File: config.mk
export PLATFORM = sky130hd
export DESIGN_NAME = bitmap_set_clear_find_engine
export DESIGN_NICKNAME = d
export VERILOG_FILES = /design/src/design/bsfe_pkg.sv /design/src/design/bsfe_ram.sv /design/src/design/bitmap_set_clear_find_engine.sv
export SDC_FILE = /design/constraint.sdc
export NUM_CORES = 2
export LEC_CHECK = 0
export BUFFER_PORTS_ARGS = -buffer_cell sky130_fd_sc_hd__buf_2
export CORE_ASPECT_RATIO = 0.5
export CORE_UTILIZATION = 35
export DETAILED_ROUTE_END_ITERATION = 8
export GPL_ROUTABILITY_DRIVEN = 0
export PLACE_DENSITY = 0.56
export SYNTH_ARGS = -nofsm -noshare
export SYNTH_HDL_FRONTEND = slang
export SYNTH_SLANG_ARGS = --single-unit
export TNS_END_PERCENT = 30
File: constraint.sdc
create_clock -name clk_i -period 29.9 [get_ports clk_i]
set_input_delay 1.495 -clock clk_i [delete_from_list [all_inputs] [get_ports clk_i]]
set_output_delay 1.495 -clock clk_i [all_outputs]
set_load 0.02 [all_outputs]
File: src/design/bsfe_pkg.sv
package bsfe_pkg;

  localparam int unsigned NBITS     = 1024;
  localparam int unsigned WORD_BITS = 32;
  localparam int unsigned NWORDS    = NBITS / WORD_BITS;
  localparam int unsigned WADDR_W   = $clog2(NWORDS);
  localparam int unsigned BPOS_W    = $clog2(WORD_BITS);
  localparam int unsigned REQ_W     = 4;
  localparam int unsigned IDX_W     = 10;
  localparam int unsigned CNT_W     = 11;
  localparam int unsigned POP_W     = $clog2(WORD_BITS + 1);

  localparam logic [REQ_W-1:0] REQ_SET         = 4'd0;
  localparam logic [REQ_W-1:0] REQ_CLEAR       = 4'd1;
  localparam logic [REQ_W-1:0] REQ_FLIP        = 4'd2;
  localparam logic [REQ_W-1:0] REQ_TEST        = 4'd3;
  localparam logic [REQ_W-1:0] REQ_SET_ALL     = 4'd4;
  localparam logic [REQ_W-1:0] REQ_CLEAR_ALL   = 4'd5;
  localparam logic [REQ_W-1:0] REQ_INVERT_ALL  = 4'd6;
  localparam logic [REQ_W-1:0] REQ_FIND_SET    = 4'd7;
  localparam logic [REQ_W-1:0] REQ_FIND_CLEAR  = 4'd8;
  localparam logic [REQ_W-1:0] REQ_COUNT_SET   = 4'd9;
  localparam logic [REQ_W-1:0] REQ_COUNT_CLEAR = 4'd10;

  typedef enum logic [1:0] {
    ST_IDLE,
    ST_WALK,
    ST_FLUSH
  } state_e;

  typedef struct packed {
    logic [REQ_W-1:0] req_type;
    logic [IDX_W-1:0] bit_pos;
  } req_t;

  typedef struct packed {
    logic             bit_value;
    logic             found;
    logic [IDX_W-1:0] position;
    logic [CNT_W-1:0] population;
  } res_t;

endpackage

File: src/design/bsfe_ram.sv
module bsfe_ram #(
  parameter int unsigned WIDTH = 32,
  parameter int unsigned DEPTH = 32
) (
  input  logic                     clk_i,
  input  logic                     we_i,
  input  logic [$clog2(DEPTH)-1:0] waddr_i,
  input  logic [WIDTH-1:0]         wdata_i,
  input  logic                     re_i,
  input  logic [$clog2(DEPTH)-1:0] raddr_i,
  output logic [WIDTH-1:0]         rdata_o
);

  logic [WIDTH-1:0] mem_q [DEPTH];
  logic [WIDTH-1:0] rdata_q;

  always_ff @(posedge clk_i) begin
    if (we_i) begin
      mem_q[waddr_i] <= wdata_i;
    end
    if (re_i) begin
      rdata_q <= mem_q[raddr_i];
    end
  end

  assign rdata_o = rdata_q;

endmodule

File: src/design/bitmap_set_clear_find_engine.sv
// Channel  | Signals                    | Beat taken when
// ---------+----------------------------+---------------------------
// request  | start, busy, req_i         | start high and busy low
// result   | res_valid_o, res_o         | every cycle res_valid_o is high
// config   | cfg_we_i, cfg_wdata_i      | every cycle cfg_we_i is high
//
// The bitmap lives in a 32 by 32 memory that is read, modified and written back one word a cycle.
// Single-bit requests and unknown codes hold busy for a walk of one word; whole-map operations and counts
// hold it for a walk of all 32 words. A search walks from the word that holds its start to the last word.
// The result is registered in the flush state and shows when busy is already low again.
// After reset a pass clears the whole store; after each configuration write a pass clears the inactive
// bits.
// The receiver cannot stall; a new request may be taken in the cycle a result is shown.
module bitmap_set_clear_find_engine
  import bsfe_pkg::*;
(
  input  logic             clk_i,
  input  logic             rst_ni,
  input  logic             start,
  output logic             busy,
  input  req_t             req_i,
  output logic             res_valid_o,
  output res_t             res_o,
  input  logic             cfg_we_i,
  input  logic [CNT_W-1:0] cfg_wdata_i
);

  function automatic logic [WORD_BITS-1:0] act_mask(input logic [WADDR_W-1:0] addr,
                                                    input logic [CNT_W-1:0]   limit);
    logic [CNT_W-BPOS_W-1:0] full;
    logic [BPOS_W-1:0]       rem;
    full = limit[CNT_W-1:BPOS_W];
    rem  = limit[BPOS_W-1:0];
    if ((CNT_W-BPOS_W)'(addr) < full) begin
      return '1;
    end else if ((CNT_W-BPOS_W)'(addr) == full) begin
      return (WORD_BITS'(1) << rem) - WORD_BITS'(1);
    end else begin
      return '0;
    end
  endfunction

  function automatic logic [POP_W-1:0] pop_word(input logic [WORD_BITS-1:0] w);
    logic [POP_W-1:0] sum;
    logic [3:0]       byte_cnt;
    sum = '0;
    for (int b = 0; b < WORD_BITS / 8; b++) begin
      byte_cnt = '0;
      for (int i = 0; i < 8; i++) begin
        byte_cnt = byte_cnt + 4'(w[8*b+i]);
      end
      sum = sum + POP_W'(byte_cnt);
    end
    return sum;
  endfunction

  function automatic logic [BPOS_W-1:0] lsb_index(input logic [WORD_BITS-1:0] w);
    logic [WORD_BITS-1:0] onehot;
    logic [BPOS_W-1:0]    idx;
    onehot = w & (~w + WORD_BITS'(1));
    idx    = '0;
    for (int i = 0; i < WORD_BITS; i++) begin
      if (onehot[i]) begin
        idx = idx | BPOS_W'(i);
      end
    end
    return idx;
  endfunction

  state_e               state_q, state_d;
  logic                 sweep_q, sweep_d;
  logic [REQ_W-1:0]     op_q, op_d;
  logic [IDX_W-1:0]     idx_q, idx_d;
  logic [WADDR_W-1:0]   ptr_q, ptr_d;
  logic [WADDR_W-1:0]   last_q, last_d;
  logic                 s1_vld_q;
  logic [WADDR_W-1:0]   s1_addr_q;
  logic                 fnd_q, fnd_d;
  logic [IDX_W-1:0]     pos_q, pos_d;
  logic [CNT_W-1:0]     cnt_q, cnt_d;
  logic                 bv_q, bv_d;
  logic [CNT_W-1:0]     active_q, active_d;
  logic [CNT_W-1:0]     lim_q, lim_d;
  res_t                 res_q, res_d;
  logic                 res_vld_q, res_vld_d;

  logic                 accept;
  logic                 finish;
  logic [CNT_W-1:0]     eff_n;
  logic [CNT_W-1:0]     new_eff;
  logic [CNT_W-1:0]     limit;
  logic [WORD_BITS-1:0] word_act;
  logic [WORD_BITS-1:0] rdata;
  logic [WORD_BITS-1:0] wdata;
  logic                 we;
  logic                 rd_en;
  logic [BPOS_W-1:0]    bidx;
  logic [WADDR_W-1:0]   widx;
  logic [WORD_BITS-1:0] bit_m;
  logic                 in_rng;
  logic [WORD_BITS-1:0] start_m;
  logic [WORD_BITS-1:0] cand;

  assign busy     = (state_q != ST_IDLE);
  assign accept   = start && !busy;
  assign finish   = (state_q == ST_FLUSH);
  assign eff_n    = (active_q > CNT_W'(NBITS)) ? CNT_W'(NBITS) : active_q;
  assign new_eff  = (cfg_wdata_i > CNT_W'(NBITS)) ? CNT_W'(NBITS) : cfg_wdata_i;
  assign limit    = sweep_q ? lim_q : eff_n;
  assign word_act = act_mask(s1_addr_q, limit);
  assign bidx     = idx_q[BPOS_W-1:0];
  assign widx     = idx_q[BPOS_W +: WADDR_W];
  assign bit_m    = WORD_BITS'(1) << bidx;
  assign in_rng   = (CNT_W'(idx_q) < eff_n);
  assign start_m  = (s1_addr_q == widx) ? ('1 << bidx) : '1;
  assign rd_en    = (state_q == ST_WALK);

  bsfe_ram #(
    .WIDTH(WORD_BITS),
    .DEPTH(NWORDS)
  ) u_store (
    .clk_i  (clk_i),
    .we_i   (we),
    .waddr_i(s1_addr_q),
    .wdata_i(wdata),
    .re_i   (rd_en),
    .raddr_i(ptr_q),
    .rdata_o(rdata)
  );

  always_comb begin
    state_d = state_q;
    unique case (state_q)
      ST_IDLE: begin
        if (start) begin
          state_d = ST_WALK;
        end
      end
      ST_WALK: begin
        if (ptr_q == last_q) begin
          state_d = ST_FLUSH;
        end
      end
      ST_FLUSH: begin
        state_d = ST_IDLE;
      end
      default: begin
        state_d = ST_IDLE;
      end
    endcase
    if (cfg_we_i) begin
      state_d = ST_WALK;
    end
  end

  always_comb begin
    we    = 1'b0;
    wdata = rdata;
    if (s1_vld_q) begin
      if (sweep_q) begin
        we    = 1'b1;
        wdata = rdata & word_act;
      end else begin
        unique case (op_q)
          REQ_SET: begin
            we    = 1'b1;
            wdata = in_rng ? (rdata | bit_m) : rdata;
          end
          REQ_CLEAR: begin
            we    = 1'b1;
            wdata = in_rng ? (rdata & ~bit_m) : rdata;
          end
          REQ_FLIP: begin
            we    = 1'b1;
            wdata = in_rng ? (rdata ^ bit_m) : rdata;
          end
          REQ_SET_ALL: begin
            we    = 1'b1;
            wdata = word_act;
          end
          REQ_CLEAR_ALL: begin
            we    = 1'b1;
            wdata = '0;
          end
          REQ_INVERT_ALL: begin
            we    = 1'b1;
            wdata = ~rdata & word_act;
          end
          default: begin
            we    = 1'b0;
            wdata = rdata;
          end
        endcase
      end
    end
  end

  always_comb begin
    sweep_d   = sweep_q;
    op_d      = op_q;
    idx_d     = idx_q;
    ptr_d     = ptr_q;
    last_d    = last_q;
    fnd_d     = fnd_q;
    pos_d     = pos_q;
    cnt_d     = cnt_q;
    bv_d      = bv_q;
    active_d  = active_q;
    lim_d     = lim_q;
    res_d     = res_q;
    res_vld_d = 1'b0;
    cand      = (op_q == REQ_FIND_SET) ? rdata : ~rdata;
    cand      = cand & word_act & start_m;

    if (rd_en) begin
      ptr_d = ptr_q + WADDR_W'(1);
    end

    if (s1_vld_q && !sweep_q) begin
      unique case (op_q)
        REQ_TEST: begin
          bv_d = rdata[bidx] & in_rng;
        end
        REQ_FIND_SET, REQ_FIND_CLEAR: begin
          if (!fnd_q && (cand != '0)) begin
            fnd_d = 1'b1;
            pos_d = {s1_addr_q, lsb_index(cand)};
          end
        end
        REQ_COUNT_SET, REQ_COUNT_CLEAR: begin
          cnt_d = cnt_q + CNT_W'(pop_word(rdata & word_act));
        end
        default: begin
          bv_d = bv_q;
        end
      endcase
    end

    if (finish && !sweep_q) begin
      res_vld_d = 1'b1;
      res_d     = '0;
      unique case (op_q)
        REQ_TEST: begin
          res_d.bit_value = bv_d;
        end
        REQ_FIND_SET, REQ_FIND_CLEAR: begin
          res_d.found    = fnd_d;
          res_d.position = pos_d;
        end
        REQ_COUNT_SET: begin
          res_d.population = cnt_d;
        end
        REQ_COUNT_CLEAR: begin
          res_d.population = eff_n - cnt_d;
        end
        default: begin
          res_d = '0;
        end
      endcase
    end

    if (accept) begin
      sweep_d = 1'b0;
      op_d    = req_i.req_type;
      idx_d   = req_i.bit_pos;
      fnd_d   = 1'b0;
      pos_d   = '0;
      cnt_d   = '0;
      bv_d    = 1'b0;
      unique case (req_i.req_type)
        REQ_SET, REQ_CLEAR, REQ_FLIP, REQ_TEST: begin
          ptr_d  = req_i.bit_pos[BPOS_W +: WADDR_W];
          last_d = req_i.bit_pos[BPOS_W +: WADDR_W];
        end
        REQ_FIND_SET, REQ_FIND_CLEAR: begin
          ptr_d  = req_i.bit_pos[BPOS_W +: WADDR_W];
          last_d = WADDR_W'(NWORDS - 1);
        end
        REQ_SET_ALL, REQ_CLEAR_ALL, REQ_INVERT_ALL, REQ_COUNT_SET, REQ_COUNT_CLEAR: begin
          ptr_d  = '0;
          last_d = WADDR_W'(NWORDS - 1);
        end
        default: begin
          ptr_d  = '0;
          last_d = '0;
        end
      endcase
    end

    if (cfg_we_i) begin
      active_d = cfg_wdata_i;
      if (sweep_q && busy && (lim_q < new_eff)) begin
        lim_d = lim_q;
      end else begin
        lim_d = new_eff;
      end
      sweep_d = 1'b1;
      ptr_d   = '0;
      last_d  = WADDR_W'(NWORDS - 1);
    end
  end

  always_ff @(posedge clk_i or negedge rst_ni) begin
    if (!rst_ni) begin
      state_q   <= ST_WALK;
      sweep_q   <= 1'b1;
      ptr_q     <= '0;
      last_q    <= WADDR_W'(NWORDS - 1);
      s1_vld_q  <= 1'b0;
      active_q  <= CNT_W'(NBITS);
      lim_q     <= '0;
      res_vld_q <= 1'b0;
    end else begin
      state_q   <= state_d;
      sweep_q   <= sweep_d;
      ptr_q     <= ptr_d;
      last_q    <= last_d;
      s1_vld_q  <= rd_en;
      active_q  <= active_d;
      lim_q     <= lim_d;
      res_vld_q <= res_vld_d;
    end
  end

  always_ff @(posedge clk_i) begin
    op_q      <= op_d;
    idx_q     <= idx_d;
    s1_addr_q <= ptr_q;
    fnd_q     <= fnd_d;
    pos_q     <= pos_d;
    cnt_q     <= cnt_d;
    bv_q      <= bv_d;
    res_q     <= res_d;
  end

  assign res_valid_o = res_vld_q;
  assign res_o       = res_q;

endmodule
==> results.sh <==
export IMPL_status="finished, final reports clean"
export IMPL_die_area_um2=153000
export IMPL_vias=33304
export IMPL_cpMostUsedCell="fa_1"
export IMPL_synth_compound_area_share_pct=10.4
export IMPL_yosys_cell_count_top_type="edfxtp_1"
export IMPL_crit_type="reg2reg"
export IMPL_power_mw=5.93
export IMPL_grt_pass1_wl_mm=225
export IMPL_syn_num_nets=3796
export IMPL_cts_buffer_depth=3
export IMPL_finClkSkew_ns=0.0598
export IMPL_yosys_warnings=0
export IMPL_start_util_pct=35.4
export IMPL_yosys_area_top_type="edfxtp_1"
export IMPL_arrival_ns=11.33
export IMPL_synth_simple_area_share_pct=5.85
export IMPL_final_setup_tns_ns=0
export IMPL_startpoint_type="flop"
export IMPL_synth_async_reset_ratio_pct=3.20
export IMPL_synth_top_family_by_area="multiplexers"
export IMPL_hpwl_mm=90.0
export IMPL_first_pass_iters=9
export IMPL_fp_dieH_um=277
export IMPL_grtUsageTotal_pct=20.0
export IMPL_worst_pin_slew_ns=1.40
export IMPL_hold_class="reg2reg"
export IMPL_synthAdderAreaFrac_pct=3.68
export IMPL_nets=3844
export IMPL_pre_cts_ws_ns=19.19
export IMPL_synth_ff_type="edfxtp_1"
export IMPL_critPathMaxStageDelay_ns=1.24
export IMPL_period_minus_slack_ns=10.88
export IMPL_synth_mux_area_fraction_pct=11.5
export IMPL_synth_xor_area_share_pct=1.09
export IMPL_htree_levels=3
export IMPL_totalWireLength_mm=155
export IMPL_hp_start="fnd_q"
export IMPL_rsz0062_at_grt="false"
export IMPL_cts_resized=0
export IMPL_crit_fanout=61
export IMPL_r2r_start="sweep_q"
export IMPL_fmax_mhz=91.9
export IMPL_area_growth_pct=12.3
export IMPL_die_w_um=552
export IMPL_tritoncts="yes"
export IMPL_insertion_delay_ns=0.74
export IMPL_required_ns=30.35
export IMPL_placed_cell_area_um2=55900
export IMPL_synthesis_area_um2=52800
export IMPL_drc_errors=0
export IMPL_cts_root_buf="clkbuf_16"
export IMPL_worst_path_max_delay_cell="dfstp_2"
export IMPL_r2r_end="res_o[10]"
export IMPL_postLayoutCellArea_um2=59400
export IMPL_ys_ff_latch=1158
export IMPL_grt_pass1_vias=32411
export IMPL_maxSlewHeadroom_pct=6.88
export IMPL_ir_drop_uv=465
export IMPL_final_setup_viol_count=0
export IMPL_cts_setup_buffers=0
export IMPL_seq_area_frac_synth_pct=64.9
export IMPL_min_to="fnd_q"
export IMPL_drive_gt1_share_pct=17.1
export IMPL_fin_crit_sh_pct=36.4
export IMPL_hold_depth=2
export IMPL_r2r_cells=32
export IMPL_synthTopCellsByArea="edfxtp_1 (62%), mux4_2 (5.9%), mux2i_1 (4.0%), ha_1 (2.7%), o21ai_0 (2.5%)"
export IMPL_synth_edf_count=1093
export IMPL_syn_inst=3628
export IMPL_finalWorstSetupSlack_ns=19.02
export IMPL_drv_cap=0
export IMPL_p_leak_nw=19.3
export IMPL_crit_buf_inv=4
export IMPL_ys_types=109
export IMPL_regToRegSetupSlack_ns=19.02
export IMPL_post_drt_wl_per_cell_um=26.9
export IMPL_p_per_area_nw_per_um2=99.9
export IMPL_syn_avg_cell_area_um2=14.6
export IMPL_cp_top_family="adder cells"
export IMPL_hold_buffers=0
export IMPL_clkSlewWorstSetupHoldPaths_ns=0.06
export IMPL_cts_sinks=1158
export IMPL_drt_iter0_drc=4110
export IMPL_final_core_util_pct=39.8
export IMPL_ant_nets=0
export IMPL_numCtsBuffers=107
export IMPL_io_pins=54
export IMPL_core_area_um2=149000
export IMPL_hold_viol=0
export IMPL_fp_row_count=100
export IMPL_portBuffers=53
export IMPL_crit_path_end_kind="flop"
export IMPL_synthTopCellsByCount="edfxtp_1 (1093), nand2_1 (293), o21ai_0 (263)"
export IMPL_globalRouteOverflowTotal=0
export IMPL_antenna_found_initial=6
export IMPL_grt_max_degree=100
export IMPL_via_per_inst=5.79
export IMPL_synthDominantCellAreaShare_pct=62.1
export IMPL_slew_violations=0
==> final cells by class <==
| type | instances | area (um2) |
|---|---|---|
| inverters | 100 | 375 |
| flip-flops and latches | 1158 | 34300 |
| repair buffers | 162 | 1120 |
| clock buffers | 132 | 2870 |
| diodes | 1 | 2.50 |
| well taps | 1989 | 2490 |
| clock inverters | 62 | 543 |
| fillers | 13654 | 89900 |
| multi-input cells | 2147 | 17600 |
==> metal layers <==
metal	vias up	track usage [%]	share of wire [%]
met5	-	0	0.0077
met4	2	4.78	2.2
met3	276	3.88	8.3
met2	1536	31.4	46
met1	17194	28.6	44
li1	14296	-	-
==> worst max-delay path by stage <==
stage	startpoint	end	slack, ns	cells after the start
floorplan	sweep_q	res_o[10]	19.88	39
global placement	sweep_q	res_o[10]	19.26	32
detailed placement	sweep_q	res_o[10]	19.19	32
CTS	sweep_q	res_o[10]	19.16	32
global route	sweep_q	res_o[10]	18.37	32
finish	sweep_q	res_o[10]	19.02	32
==> metrics by stage <==
step,cells,hold WS (ns)
finish,5751,0.502
global route,5750,0.526
CTS,5748,0.500
detailed placement,5554,0.479
global placement,5554,0.475
floorplan,3628,0.345
==> sequential cells by signal (all words and copies together), names as in the netlist <==
name             cells
s1_addr_q            5
fnd_q                1
bv_q                 1
last_q               5
active_q            11
pos_q               10
lim_q               11
u_store.rdata_o     32
s1_vld_q             1
op_q                 4
cnt_q               11
state_q              2
u_store.mem_q     1024
sweep_q              1
res_o               23
idx_q               10
ptr_q                5
res_valid_o          1
==> logic make-up after synthesis <==
logic type | count (synthesis)
flops | 1158
xor+xnor | 66
fa+ha+maj | 140
compound gates | 850
simple gates | 664
buf+inv | 323
mux | 427
==> cell usage in the layout, fill, tap and decap left out, types with 12 or more instances in the layout <==
cell type and instances:
xnor2_1 56, o211ai_1 16, clkinv_1 27, fa_1 26
and2_1 15, o221ai_1 97, o21ai_1 12, clkinv_2 22
a21oi_1 190, a21o_1 21, o2111ai_1 26, o22ai_1 49
a211oi_1 12, nor2b_1 18, dfxtp_1 28, o21a_1 14
a22oi_2 19, nand2b_1 12, ha_1 113, buf_4 105
o21ai_0 262, nor2_4 32, dfrtp_1 24, a221oi_1 24
inv_1 96, buf_2 53, clkbuf_16 111, nand2_1 292
nor2_1 130, mux2_2 77, nand3_1 39, nor3_1 33
mux4_2 138, edfxtp_1 1093, mux2i_1 212, clkbuf_1 20
==> worst min-delay path, delay by kind of cell, from the launching register on <==
kind,cells,cell delay [ns]
simple gates,1,0.07
flops,1,0.34
compound gates,1,0.06
==> power breakdown <==
part           leakage, nW  internal, mW  switching [mW]
clock network         1.67         0.734           0.608
registers             10.7          2.09          0.0869
logic                 6.93         0.969            1.44
No activity file was read; power rests on OpenSTA's default activity.
